==> config.mk <==
export PLATFORM = sky130hd
export DESIGN_NAME = chain_oiler_mode_controller
export DESIGN_NICKNAME = d
export VERILOG_FILES = /design/src/hw/rtl/com_pkg.sv /design/src/hw/rtl/com_queue.sv /design/src/hw/rtl/com_front.sv /design/src/hw/rtl/com_back.sv /design/src/hw/rtl/chain_oiler_mode_controller.sv
export SDC_FILE = /design/constraint.sdc
export NUM_CORES = 1
export LEC_CHECK = 0
export ABC_CLOCK_PERIOD_IN_PS = 8100
export BUFFER_PORTS_ARGS = -buffer_cell sky130_fd_sc_hd__buf_2
export CAP_MARGIN = 30
export CORE_MARGIN = 1
export CORE_UTILIZATION = 45
export DETAILED_ROUTE_END_ITERATION = 8
export PLACE_DENSITY_LB_ADDON = 0.12
export RECOVER_POWER = 100
export SYNTH_ARGS = -nofsm -noshare
export SYNTH_HDL_FRONTEND = slang
export SYNTH_SLANG_ARGS = --single-unit
==> constraint.sdc <==
create_clock -name clk -period 8.1 [get_ports clk]
set_input_delay 1.215 -clock clk [delete_from_list [all_inputs] [get_ports clk]]
set_output_delay 1.215 -clock clk [all_outputs]
set_load 0.03 [all_outputs]
==> src/hw/rtl/com_pkg.sv <==
// Shared types, constants and mode tables for the chain oiler mode controller.
package com_pkg;

    localparam int PULSES_PER_RUN_DEF = 10;
    localparam int DIST_FRAC_BITS_DEF = 4;
    localparam int QUEUE_DEPTH_DEF    = 2;

    localparam int ACC_W  = 24;
    localparam int INC_W  = 28;
    localparam int CFG_W  = 16;
    localparam int CIDX_W = 3;

    localparam logic [ACC_W-1:0] ACC_MAX = {ACC_W{1'b1}};

    localparam logic [2:0] OP_SPEED  = 3'd0;
    localparam logic [2:0] OP_DONE   = 3'd1;
    localparam logic [2:0] OP_CLICK  = 3'd2;
    localparam logic [2:0] OP_DOUBLE = 3'd3;
    localparam logic [2:0] OP_HOLD   = 3'd4;

    localparam logic [2:0] MODE_OFF        = 3'd0;
    localparam logic [2:0] MODE_OILING     = 3'd1;
    localparam logic [2:0] MODE_RAIN       = 3'd2;
    localparam logic [2:0] MODE_PUMP_ON    = 3'd3;
    localparam logic [2:0] MODE_PUMP_OFF   = 3'd4;
    localparam logic [2:0] MODE_FORCED_ON  = 3'd5;
    localparam logic [2:0] MODE_FORCED_OFF = 3'd6;
    localparam logic [2:0] MODE_UNUSED     = 3'd7;

    localparam logic [CIDX_W-1:0] REG_MIN_SPEED   = 3'd0;
    localparam logic [CIDX_W-1:0] REG_MAX_SPEED   = 3'd1;
    localparam logic [CIDX_W-1:0] REG_TOWN_LIMIT  = 3'd2;
    localparam logic [CIDX_W-1:0] REG_ROAD_ONE    = 3'd3;
    localparam logic [CIDX_W-1:0] REG_ROAD_TWO    = 3'd4;
    localparam logic [CIDX_W-1:0] REG_TOWN_ONE    = 3'd5;
    localparam logic [CIDX_W-1:0] REG_TOWN_TWO    = 3'd6;
    localparam logic [CIDX_W-1:0] REG_RAIN_FACTOR = 3'd7;

    typedef enum logic [5:0] {
        EV_SPEED  = 6'b000001,
        EV_DONE   = 6'b000010,
        EV_CLICK  = 6'b000100,
        EV_DOUBLE = 6'b001000,
        EV_HOLD   = 6'b010000,
        EV_NONE   = 6'b100000
    } event_t;

    typedef struct packed {
        logic [8:0]  min_speed;
        logic [8:0]  max_speed;
        logic [8:0]  town_speed_limit;
        logic [15:0] road_interval_one;
        logic [15:0] road_interval_two;
        logic [15:0] town_interval_one;
        logic [15:0] town_interval_two;
        logic [7:0]  rain_factor;
    } cfg_t;

    typedef struct packed {
        event_t           kind;
        logic [8:0]       speed;
        logic [INC_W-1:0] inc_plain;
        logic [INC_W-1:0] inc_rain;
    } entry_t;

    typedef struct packed {
        logic       pulse_pump_one;
        logic       pulse_pump_two;
        logic       pumping_active;
        logic [2:0] current_mode;
        logic       mode_changed;
    } result_t;

    function automatic logic [2:0] next_click(input logic [2:0] m);
        logic [2:0] r;
        case (m)
            MODE_OFF:        r = MODE_OILING;
            MODE_OILING:     r = MODE_RAIN;
            MODE_RAIN:       r = MODE_OILING;
            MODE_PUMP_ON:    r = MODE_PUMP_OFF;
            MODE_PUMP_OFF:   r = MODE_PUMP_ON;
            MODE_FORCED_ON:  r = MODE_FORCED_OFF;
            MODE_FORCED_OFF: r = MODE_FORCED_ON;
            default:         r = MODE_OILING;
        endcase
        return r;
    endfunction

    function automatic logic [2:0] next_double(input logic [2:0] m);
        logic [2:0] r;
        case (m)
            MODE_PUMP_ON:  r = MODE_OILING;
            MODE_PUMP_OFF: r = MODE_OILING;
            default:       r = MODE_PUMP_OFF;
        endcase
        return r;
    endfunction

    function automatic logic [2:0] next_hold(input logic [2:0] m);
        logic [2:0] r;
        case (m)
            MODE_OFF:        r = MODE_OILING;
            MODE_FORCED_ON:  r = MODE_OFF;
            MODE_FORCED_OFF: r = MODE_OFF;
            MODE_UNUSED:     r = MODE_OILING;
            default:         r = MODE_FORCED_OFF;
        endcase
        return r;
    endfunction

endpackage

==> src/hw/rtl/com_queue.sv <==
// Small register-based FIFO used between the stages and for the result queue.
module com_queue #(
    parameter int WIDTH = 8,
    parameter int DEPTH = 2
) (
    input  logic             clk,
    input  logic             rst_n,
    input  logic             push,
    input  logic [WIDTH-1:0] wdata,
    output logic             full,
    input  logic             pop,
    output logic [WIDTH-1:0] rdata,
    output logic             empty
);

    localparam int PTR_W = (DEPTH > 1) ? $clog2(DEPTH) : 1;
    localparam int CNT_W = $clog2(DEPTH + 1);
    localparam logic [PTR_W-1:0] LAST = PTR_W'(DEPTH - 1);

    logic [WIDTH-1:0] slots [DEPTH];
    logic [PTR_W-1:0] wr_ptr_reg, wr_ptr_next;
    logic [PTR_W-1:0] rd_ptr_reg, rd_ptr_next;
    logic [CNT_W-1:0] count_reg, count_next;
    logic             do_push, do_pop;

    assign full    = (count_reg == CNT_W'(DEPTH));
    assign empty   = (count_reg == '0);
    assign do_push = push && !full;
    assign do_pop  = pop && !empty;
    assign rdata   = slots[rd_ptr_reg];

    always_comb
    begin
        wr_ptr_next = wr_ptr_reg;
        rd_ptr_next = rd_ptr_reg;
        count_next  = count_reg;
        if (do_push)
        begin
            wr_ptr_next = (wr_ptr_reg == LAST) ? '0 : wr_ptr_reg + 1'b1;
        end
        if (do_pop)
        begin
            rd_ptr_next = (rd_ptr_reg == LAST) ? '0 : rd_ptr_reg + 1'b1;
        end
        if (do_push && !do_pop)
        begin
            count_next = count_reg + 1'b1;
        end
        else if (do_pop && !do_push)
        begin
            count_next = count_reg - 1'b1;
        end
    end

    always_ff @(posedge clk or negedge rst_n)
    begin
        if (!rst_n)
        begin
            wr_ptr_reg <= '0;
            rd_ptr_reg <= '0;
            count_reg  <= '0;
        end
        else
        begin
            wr_ptr_reg <= wr_ptr_next;
            rd_ptr_reg <= rd_ptr_next;
            count_reg  <= count_next;
        end
    end

    always_ff @(posedge clk)
    begin
        if (do_push)
        begin
            slots[wr_ptr_reg] <= wdata;
        end
    end

endmodule

==> src/hw/rtl/com_front.sv <==
// Front stage: decodes the event request and precomputes distance increments.
module com_front #(
    parameter int DIST_FRAC_BITS = com_pkg::DIST_FRAC_BITS_DEF,
    parameter int QUEUE_DEPTH    = com_pkg::QUEUE_DEPTH_DEF
) (
    input  logic            clk,
    input  logic            rst_n,
    input  com_pkg::cfg_t   cfg,
    input  logic            push,
    input  logic [2:0]      opcode,
    input  logic [8:0]      speed_value,
    input  logic [15:0]     distance_delta,
    output logic            full,
    input  logic            take,
    output com_pkg::entry_t entry,
    output logic            entry_valid
);

    import com_pkg::*;

    localparam int LSH = (DIST_FRAC_BITS >= 4) ? DIST_FRAC_BITS - 4 : 0;
    localparam int RSH = (DIST_FRAC_BITS >= 4) ? 0 : 4 - DIST_FRAC_BITS;

    entry_t      req;
    logic [23:0] prod;
    logic        q_empty;

    always_comb
    begin
        case (opcode)
            OP_SPEED:  req.kind = EV_SPEED;
            OP_DONE:   req.kind = EV_DONE;
            OP_CLICK:  req.kind = EV_CLICK;
            OP_DOUBLE: req.kind = EV_DOUBLE;
            OP_HOLD:   req.kind = EV_HOLD;
            default:   req.kind = EV_NONE;
        endcase
        prod          = 24'(distance_delta) * 24'(cfg.rain_factor);
        req.speed     = speed_value;
        req.inc_plain = INC_W'(distance_delta) << DIST_FRAC_BITS;
        req.inc_rain  = (INC_W'(prod) >> RSH) << LSH;
    end

    com_queue #(
        .WIDTH($bits(entry_t)),
        .DEPTH(QUEUE_DEPTH)
    ) u_queue (
        .clk   (clk),
        .rst_n (rst_n),
        .push  (push),
        .wdata (req),
        .full  (full),
        .pop   (take),
        .rdata (entry),
        .empty (q_empty)
    );

    assign entry_valid = !q_empty;

endmodule

==> src/hw/rtl/com_back.sv <==
// Back stage: mode update, distance accumulators, pump decisions, result queue.
module com_back #(
    parameter int PULSES_PER_RUN = com_pkg::PULSES_PER_RUN_DEF,
    parameter int DIST_FRAC_BITS = com_pkg::DIST_FRAC_BITS_DEF,
    parameter int QUEUE_DEPTH    = com_pkg::QUEUE_DEPTH_DEF
) (
    input  logic            clk,
    input  logic            rst_n,
    input  com_pkg::cfg_t   cfg,
    input  com_pkg::entry_t entry,
    input  logic            entry_valid,
    output logic            take,
    input  logic            pop,
    output logic            empty,
    output com_pkg::result_t result
);

    import com_pkg::*;

    localparam int CNT_W = $clog2(PULSES_PER_RUN + 1);
    localparam logic [CNT_W-1:0] CNT_END = CNT_W'(PULSES_PER_RUN);

    logic [2:0]       mode_reg, mode_next;
    logic [8:0]       speed_reg, speed_next;
    logic [ACC_W-1:0] dist_one_reg, dist_one_next;
    logic [ACC_W-1:0] dist_two_reg, dist_two_next;
    logic [CNT_W-1:0] cnt_reg, cnt_next;
    logic             run_reg, run_next;

    logic             out_full;
    logic [INC_W-1:0] inc;
    logic [INC_W:0]   sum_one, sum_two;
    logic [ACC_W-1:0] iv_one, iv_two;
    logic             road, in_band, p1, p2, changed;
    result_t          res;

    assign take = entry_valid && !out_full;

    always_comb
    begin
        mode_next     = mode_reg;
        speed_next    = speed_reg;
        dist_one_next = dist_one_reg;
        dist_two_next = dist_two_reg;
        cnt_next      = cnt_reg;
        run_next      = run_reg;
        changed       = 1'b0;
        p1            = 1'b0;
        p2            = 1'b0;

        inc     = (mode_reg == MODE_OILING) ? entry.inc_plain : entry.inc_rain;
        sum_one = (INC_W + 1)'(dist_one_reg) + (INC_W + 1)'(inc);
        sum_two = (INC_W + 1)'(dist_two_reg) + (INC_W + 1)'(inc);

        case (entry.kind)
            EV_SPEED:
            begin
                speed_next = entry.speed;
                if (mode_reg == MODE_OILING || mode_reg == MODE_RAIN)
                begin
                    dist_one_next = (sum_one > (INC_W + 1)'(ACC_MAX)) ? ACC_MAX
                                                                     : ACC_W'(sum_one);
                    dist_two_next = (sum_two > (INC_W + 1)'(ACC_MAX)) ? ACC_MAX
                                                                     : ACC_W'(sum_two);
                end
            end
            EV_DONE:
            begin
                if (mode_reg == MODE_PUMP_ON || mode_reg == MODE_FORCED_ON)
                begin
                    if (cnt_reg >= CNT_END)
                    begin
                        cnt_next  = '0;
                        mode_next = (mode_reg == MODE_PUMP_ON) ? MODE_PUMP_OFF
                                                               : MODE_FORCED_OFF;
                        changed   = 1'b1;
                    end
                    else
                    begin
                        cnt_next = cnt_reg + 1'b1;
                    end
                end
            end
            EV_CLICK:
            begin
                run_next  = 1'b0;
                mode_next = next_click(mode_reg);
                changed   = 1'b1;
            end
            EV_DOUBLE:
            begin
                run_next  = 1'b0;
                mode_next = next_double(mode_reg);
                changed   = 1'b1;
            end
            EV_HOLD:
            begin
                run_next  = 1'b0;
                mode_next = next_hold(mode_reg);
                changed   = 1'b1;
            end
            default:
            begin
            end
        endcase

        road    = speed_next > cfg.town_speed_limit;
        in_band = (speed_next >= cfg.min_speed) && (speed_next <= cfg.max_speed);
        iv_one  = ACC_W'(road ? cfg.road_interval_one : cfg.town_interval_one)
                  << DIST_FRAC_BITS;
        iv_two  = ACC_W'(road ? cfg.road_interval_two : cfg.town_interval_two)
                  << DIST_FRAC_BITS;

        case (mode_next)
            MODE_OILING, MODE_RAIN:
            begin
                if (in_band)
                begin
                    if (dist_one_next > iv_one)
                    begin
                        dist_one_next = '0;
                        p1            = 1'b1;
                    end
                    if (dist_two_next > iv_two)
                    begin
                        dist_two_next = '0;
                        p2            = 1'b1;
                    end
                end
            end
            MODE_PUMP_ON:
            begin
                run_next = (speed_next > cfg.min_speed) && (speed_next < cfg.max_speed);
            end
            MODE_FORCED_ON:
            begin
                run_next = 1'b1;
            end
            default:
            begin
                run_next = 1'b0;
            end
        endcase

        res.pulse_pump_one = p1;
        res.pulse_pump_two = p2;
        res.pumping_active = run_next;
        res.current_mode   = mode_next;
        res.mode_changed   = changed;
    end

    always_ff @(posedge clk or negedge rst_n)
    begin
        if (!rst_n)
        begin
            mode_reg     <= MODE_OFF;
            speed_reg    <= '0;
            dist_one_reg <= '0;
            dist_two_reg <= '0;
            cnt_reg      <= '0;
            run_reg      <= 1'b0;
        end
        else if (take)
        begin
            mode_reg     <= mode_next;
            speed_reg    <= speed_next;
            dist_one_reg <= dist_one_next;
            dist_two_reg <= dist_two_next;
            cnt_reg      <= cnt_next;
            run_reg      <= run_next;
        end
    end

    com_queue #(
        .WIDTH($bits(result_t)),
        .DEPTH(QUEUE_DEPTH)
    ) u_out_queue (
        .clk   (clk),
        .rst_n (rst_n),
        .push  (take),
        .wdata (res),
        .full  (out_full),
        .pop   (pop),
        .rdata (result),
        .empty (empty)
    );

endmodule

==> src/hw/rtl/chain_oiler_mode_controller.sv <==
// Top level of the chain oiler mode controller: config registers and stage wiring.
//
// Input side is a queue: present opcode, speed_value and distance_delta with
// push; the request is taken on a clock edge where push is high and full is low.
// Result side is a queue: while empty is low the oldest result sits on the
// result ports; it is taken on an edge where pop is high. Every event request
// yields exactly one result.
// A taken request waits in the event queue until the back stage takes it and
// writes its result into the result queue; it then shows on the result ports.
// Throughput: one request per cycle while the result queue has room; the
// mode/accumulator update in the back stage is combinational and registered when
// a request is taken, the rain multiply is done in the front stage.
// When pop stays low the result queue fills, the back stage halts, then the
// event queue fills and full rises; nothing is dropped.
// Config: cfg_write with cfg_index/cfg_data writes one register at the edge;
// write only while both queues are empty.
// Reset (rst_n low, asynchronous) empties both queues, sets mode off, clears
// speed, accumulators, pulse count and the pump flag, and loads register defaults.
module chain_oiler_mode_controller #(
    parameter int PULSES_PER_RUN = com_pkg::PULSES_PER_RUN_DEF,
    parameter int DIST_FRAC_BITS = com_pkg::DIST_FRAC_BITS_DEF,
    parameter int QUEUE_DEPTH    = com_pkg::QUEUE_DEPTH_DEF
) (
    input  logic                       clk,
    input  logic                       rst_n,
    input  logic                       cfg_write,
    input  logic [com_pkg::CIDX_W-1:0] cfg_index,
    input  logic [com_pkg::CFG_W-1:0]  cfg_data,
    input  logic                       push,
    output logic                       full,
    input  logic [2:0]                 opcode,
    input  logic [8:0]                 speed_value,
    input  logic [15:0]                distance_delta,
    output logic                       empty,
    input  logic                       pop,
    output logic                       pulse_pump_one,
    output logic                       pulse_pump_two,
    output logic                       pumping_active,
    output logic [2:0]                 current_mode,
    output logic                       mode_changed
);

    import com_pkg::*;

    cfg_t    cfg_reg;
    entry_t  entry;
    logic    entry_valid;
    logic    take;
    result_t result;

    always_ff @(posedge clk or negedge rst_n)
    begin
        if (!rst_n)
        begin
            cfg_reg.min_speed         <= 9'd5;
            cfg_reg.max_speed         <= 9'd200;
            cfg_reg.town_speed_limit  <= 9'd60;
            cfg_reg.road_interval_one <= 16'd1000;
            cfg_reg.road_interval_two <= 16'd1000;
            cfg_reg.town_interval_one <= 16'd500;
            cfg_reg.town_interval_two <= 16'd500;
            cfg_reg.rain_factor       <= 8'd16;
        end
        else if (cfg_write)
        begin
            case (cfg_index)
                REG_MIN_SPEED:   cfg_reg.min_speed         <= cfg_data[8:0];
                REG_MAX_SPEED:   cfg_reg.max_speed         <= cfg_data[8:0];
                REG_TOWN_LIMIT:  cfg_reg.town_speed_limit  <= cfg_data[8:0];
                REG_ROAD_ONE:    cfg_reg.road_interval_one <= cfg_data;
                REG_ROAD_TWO:    cfg_reg.road_interval_two <= cfg_data;
                REG_TOWN_ONE:    cfg_reg.town_interval_one <= cfg_data;
                REG_TOWN_TWO:    cfg_reg.town_interval_two <= cfg_data;
                REG_RAIN_FACTOR: cfg_reg.rain_factor       <= cfg_data[7:0];
                default:
                begin
                end
            endcase
        end
    end

    com_front #(
        .DIST_FRAC_BITS (DIST_FRAC_BITS),
        .QUEUE_DEPTH    (QUEUE_DEPTH)
    ) u_front (
        .clk            (clk),
        .rst_n          (rst_n),
        .cfg            (cfg_reg),
        .push           (push),
        .opcode         (opcode),
        .speed_value    (speed_value),
        .distance_delta (distance_delta),
        .full           (full),
        .take           (take),
        .entry          (entry),
        .entry_valid    (entry_valid)
    );

    com_back #(
        .PULSES_PER_RUN (PULSES_PER_RUN),
        .DIST_FRAC_BITS (DIST_FRAC_BITS),
        .QUEUE_DEPTH    (QUEUE_DEPTH)
    ) u_back (
        .clk         (clk),
        .rst_n       (rst_n),
        .cfg         (cfg_reg),
        .entry       (entry),
        .entry_valid (entry_valid),
        .take        (take),
        .pop         (pop),
        .empty       (empty),
        .result      (result)
    );

    assign pulse_pump_one = result.pulse_pump_one;
    assign pulse_pump_two = result.pulse_pump_two;
    assign pumping_active = result.pumping_active;
    assign current_mode   = result.current_mode;
    assign mode_changed   = result.mode_changed;

endmodule

==> impl_metrics.json <==
{
  "slowest_delay_ns": 0.52,
  "most-common-layout-cells": "201 x nand2_1, 151 x ha_1, 149 x inv_1, 137 x dfrtp_1, 127 x a21oi_1",
  "p_leak_uw": 0.00992,
  "antenna_found_initial": 0,
  "synth.distinct_cells": 91,
  "layout_setup_ws_ns": 0.634,
  "route.vias.total": 14900,
  "finalCritPeriodShare": 0.922,
  "dr.pass1.iters": 5,
  "cts_tree": "built",
  "synth_area_mm2": 0.0208,
  "final_common_cell": "nand2_1",
  "track_usage": 0.229,
  "synth_edf_count": 124,
  "wl_mm": 52.4,
  "cts_root_buffer": "clkbuf_16",
  "post-dp-hpwl_mm": 39.4,
  "synth_fp_nets": 2263,
  "async_flop_share": 0.581,
  "routed_via_density": 5.61,
  "critPathKind": "reg -> reg",
  "io_pins": 61,
  "dr.first_iter.drc_count": 874,
  "syn_area_per_cell_um2": 10.5,
  "postCtsResizedCells": 0,
  "crit_path_max_fanout": 17,
  "ys_ff_latch": 296,
  "wl_per_cell_um": 19.8,
  "gp_congestion": 0.919,
  "synth.largest_area_cell": "edfxtp_1",
  "holdBufCountCts": 0,
  "die-area_mm2": 0.0470,
  "synthDominantCellAreaShare": 0.179,
  "tns_ns": 0,
  "worst_path_max_delay_cell": "o21ai_0",
  "largest_reg_flops": 110,
  "grt_pass1_wl_mm": 84.2,
  "start_util": 0.456,
  "arrival_ns": 7.93,
  "cp-end-kind": "register",
  "diodes": 0,
  "maxSlewViolCount": 370,
  "drv_cap": 7,
  "yosys-top-cells-area": "edfxtp_1 18%, dfrtp_1 17%, ha_1 9.1%, fa_1 8.1%, mux2_2 5.3%",
  "die_h_um": 217,
  "coreArea_mm2": 0.0455,
  "ant_nets": 0,
  "finalHoldViolCount": 0,
  "first_global_vias": 15000,
  "seq_area_frac_synth": 0.389,
  "clk_pin_slew_ns": 0.06,
  "ff2ff_setup_slack_ns": 0.63,
  "crit_required_ns": 8.56,
  "critPathLaunchType": "register",
  "timing.fmax_mhz": 134,
  "fin_crit_ns": 7.47,
  "status": "finished with violations",
  "fin_nets": 2314,
  "worst_slew_pin_slew_ns": 3.61,
  "clock-sinks": 296,
  "postSynthCellCount": 1976,
  "max_slew_margin": -1.41,
  "place_ws_ns": 0.754,
  "area_growth_pct": 9.05,
  "remaining_drc_errors": 0,
  "rsz0062_at_grt": "false",
  "skew_ns": 0.0214,
  "cts.path.max_buffers": 3,
  "violations": "capacitance limit, slew limit",
  "die_w_um": 217,
  "grt_max_degree": 70,
  "overflow": 0,
  "ir_drop_mv": 0.252,
  "rows": 78,
  "port-buffer-count": 60,
  "yosys_most_used_dff": "dfrtp_1",
  "drive_gt1_frac": 0.131,
  "clk_latency_ns": 0.55,
  "cts_setup_buffers": 0,
  "yosysWarnings": 0,
  "hp-class": "reg -> reg",
  "htree_levels": 2,
  "cts-buffers-inserted": 34,
  "power_density_mw_per_mm2": 461,
  "setup_violations": 0
}
==> per-layer routing <==
| layer | track usage | up-vias | routed length (um) |
|---|---|---|---|
| met3 | 0.0233 | 69 | 1920 |
| met5 | 0 | - | 0 |
| li1 | - | 7144 | - |
| met4 | 0.0620 | 0 | 1100 |
| met2 | 0.387 | 297 | 25100 |
| met1 | 0.314 | 7373 | 24400 |
==> final cells by class <==
cell class,count,area (um^2)
Tap cell,600,751
Sequential cell,296,8070
Clock buffer,50,952
Multi-Input combinational cell,1456,11800
Inverter,149,559
Fill cell,4293,22800
Timing Repair Buffer,90,433
Clock inverter,12,111
==> power by group <==
part | internal, uW | total, uW | switching, uW | leakage, uW
logic | 2520 | 6320 | 3800 | 0.00615
registers | 2370 | 2650 | 281 | 0.00326
clock network | 854 | 1480 | 624 | 0.000506
total | 5740 | 10400 | 4700 | 0.00992
==> logic make-up after synthesis <==
logic type | Yosys count | share of synthesized area
AND/OR/NAND/NOR | 537 | 0.128
AO/OA/AOI/OAI | 431 | 0.136
flip-flops | 296 | 0.389
adder cells (fa/ha/maj) | 240 | 0.174
buffers and inverters | 224 | 0.0426
multiplexers | 170 | 0.0977
XOR/XNOR | 78 | 0.0329
==> worst paths after layout <==
kind	endpoint	startpoint	cells after the start
hold reg to reg	u_back.cnt_reg[3]$_DFFE_PN0P_	u_back.cnt_reg[3]$_DFFE_PN0P_	1
min in group asynchronous	u_back.cnt_reg[0]$_DFFE_PN0P_	rst_n	1
setup reg to reg	u_back.dist_two_reg[8]$_DFFE_PN0P_	u_front.u_queue.rd_ptr_reg$_DFFE_PN0P_	29
setup / recovery	u_back.dist_two_reg[8]$_DFFE_PN0P_	u_front.u_queue.rd_ptr_reg$_DFFE_PN0P_	29
hold / removal	u_back.cnt_reg[3]$_DFFE_PN0P_	u_back.cnt_reg[3]$_DFFE_PN0P_	1
max in group asynchronous	cfg_reg[80]$_DFFE_PN0P_	rst_n	2
==> synth_stat cells, drive strengths merged (5+ instances only) <==
library cell and number:
or3b 8, clkbuf 56, dfrtp 138, o22a 9, o22ai 16, mux2 98
nand3 20, and3 11, inv 149, edfxtp 124, nor3 26, o21bai 7
and2 78, nand3b 6, xor2 26, mux4 16, nor2b 16, o211ai 7
nand2 201, a21o 50, fa 84, dfstp 34, mux2i 56, nand2b 12
buf 19, xnor2 52, nor4 5, nor2 95, o21a 16, a211oi 14
maj3 5, or3 10, a21oi 127, o21ai 108, nor3b 6, o31ai 7
nand4 30, ha 151, a22oi 8, a31oi 18
==> worst max-delay path, delay by kind of cell, from the launching register on <==
family / cells / cell delay, ns
AO/OA/AOI/OAI: 20 / 4.21
adder cells (fa/ha/maj): 2 / 0.60
buffers and inverters: 2 / 0.74
flip-flops: 1 / 0.48
multiplexers: 1 / 0.21
AND/OR/NAND/NOR: 4 / 1.09
==> per-stage QoR <==
step,utilization,total power [uW],cells,area (um^2),hold slack (ns)
final,0.498,10400,2653,22600,0.469
after global routing,0.498,11400,2653,22600,0.507
after CTS,0.502,10500,2653,22800,0.476
after detailed placement,0.479,8990,2591,21800,0.462
after global placement,0.478,8910,2588,21700,0.456
after floorplan,-,7390,1976,20800,0.437
(Power assumes the default switching activity.)
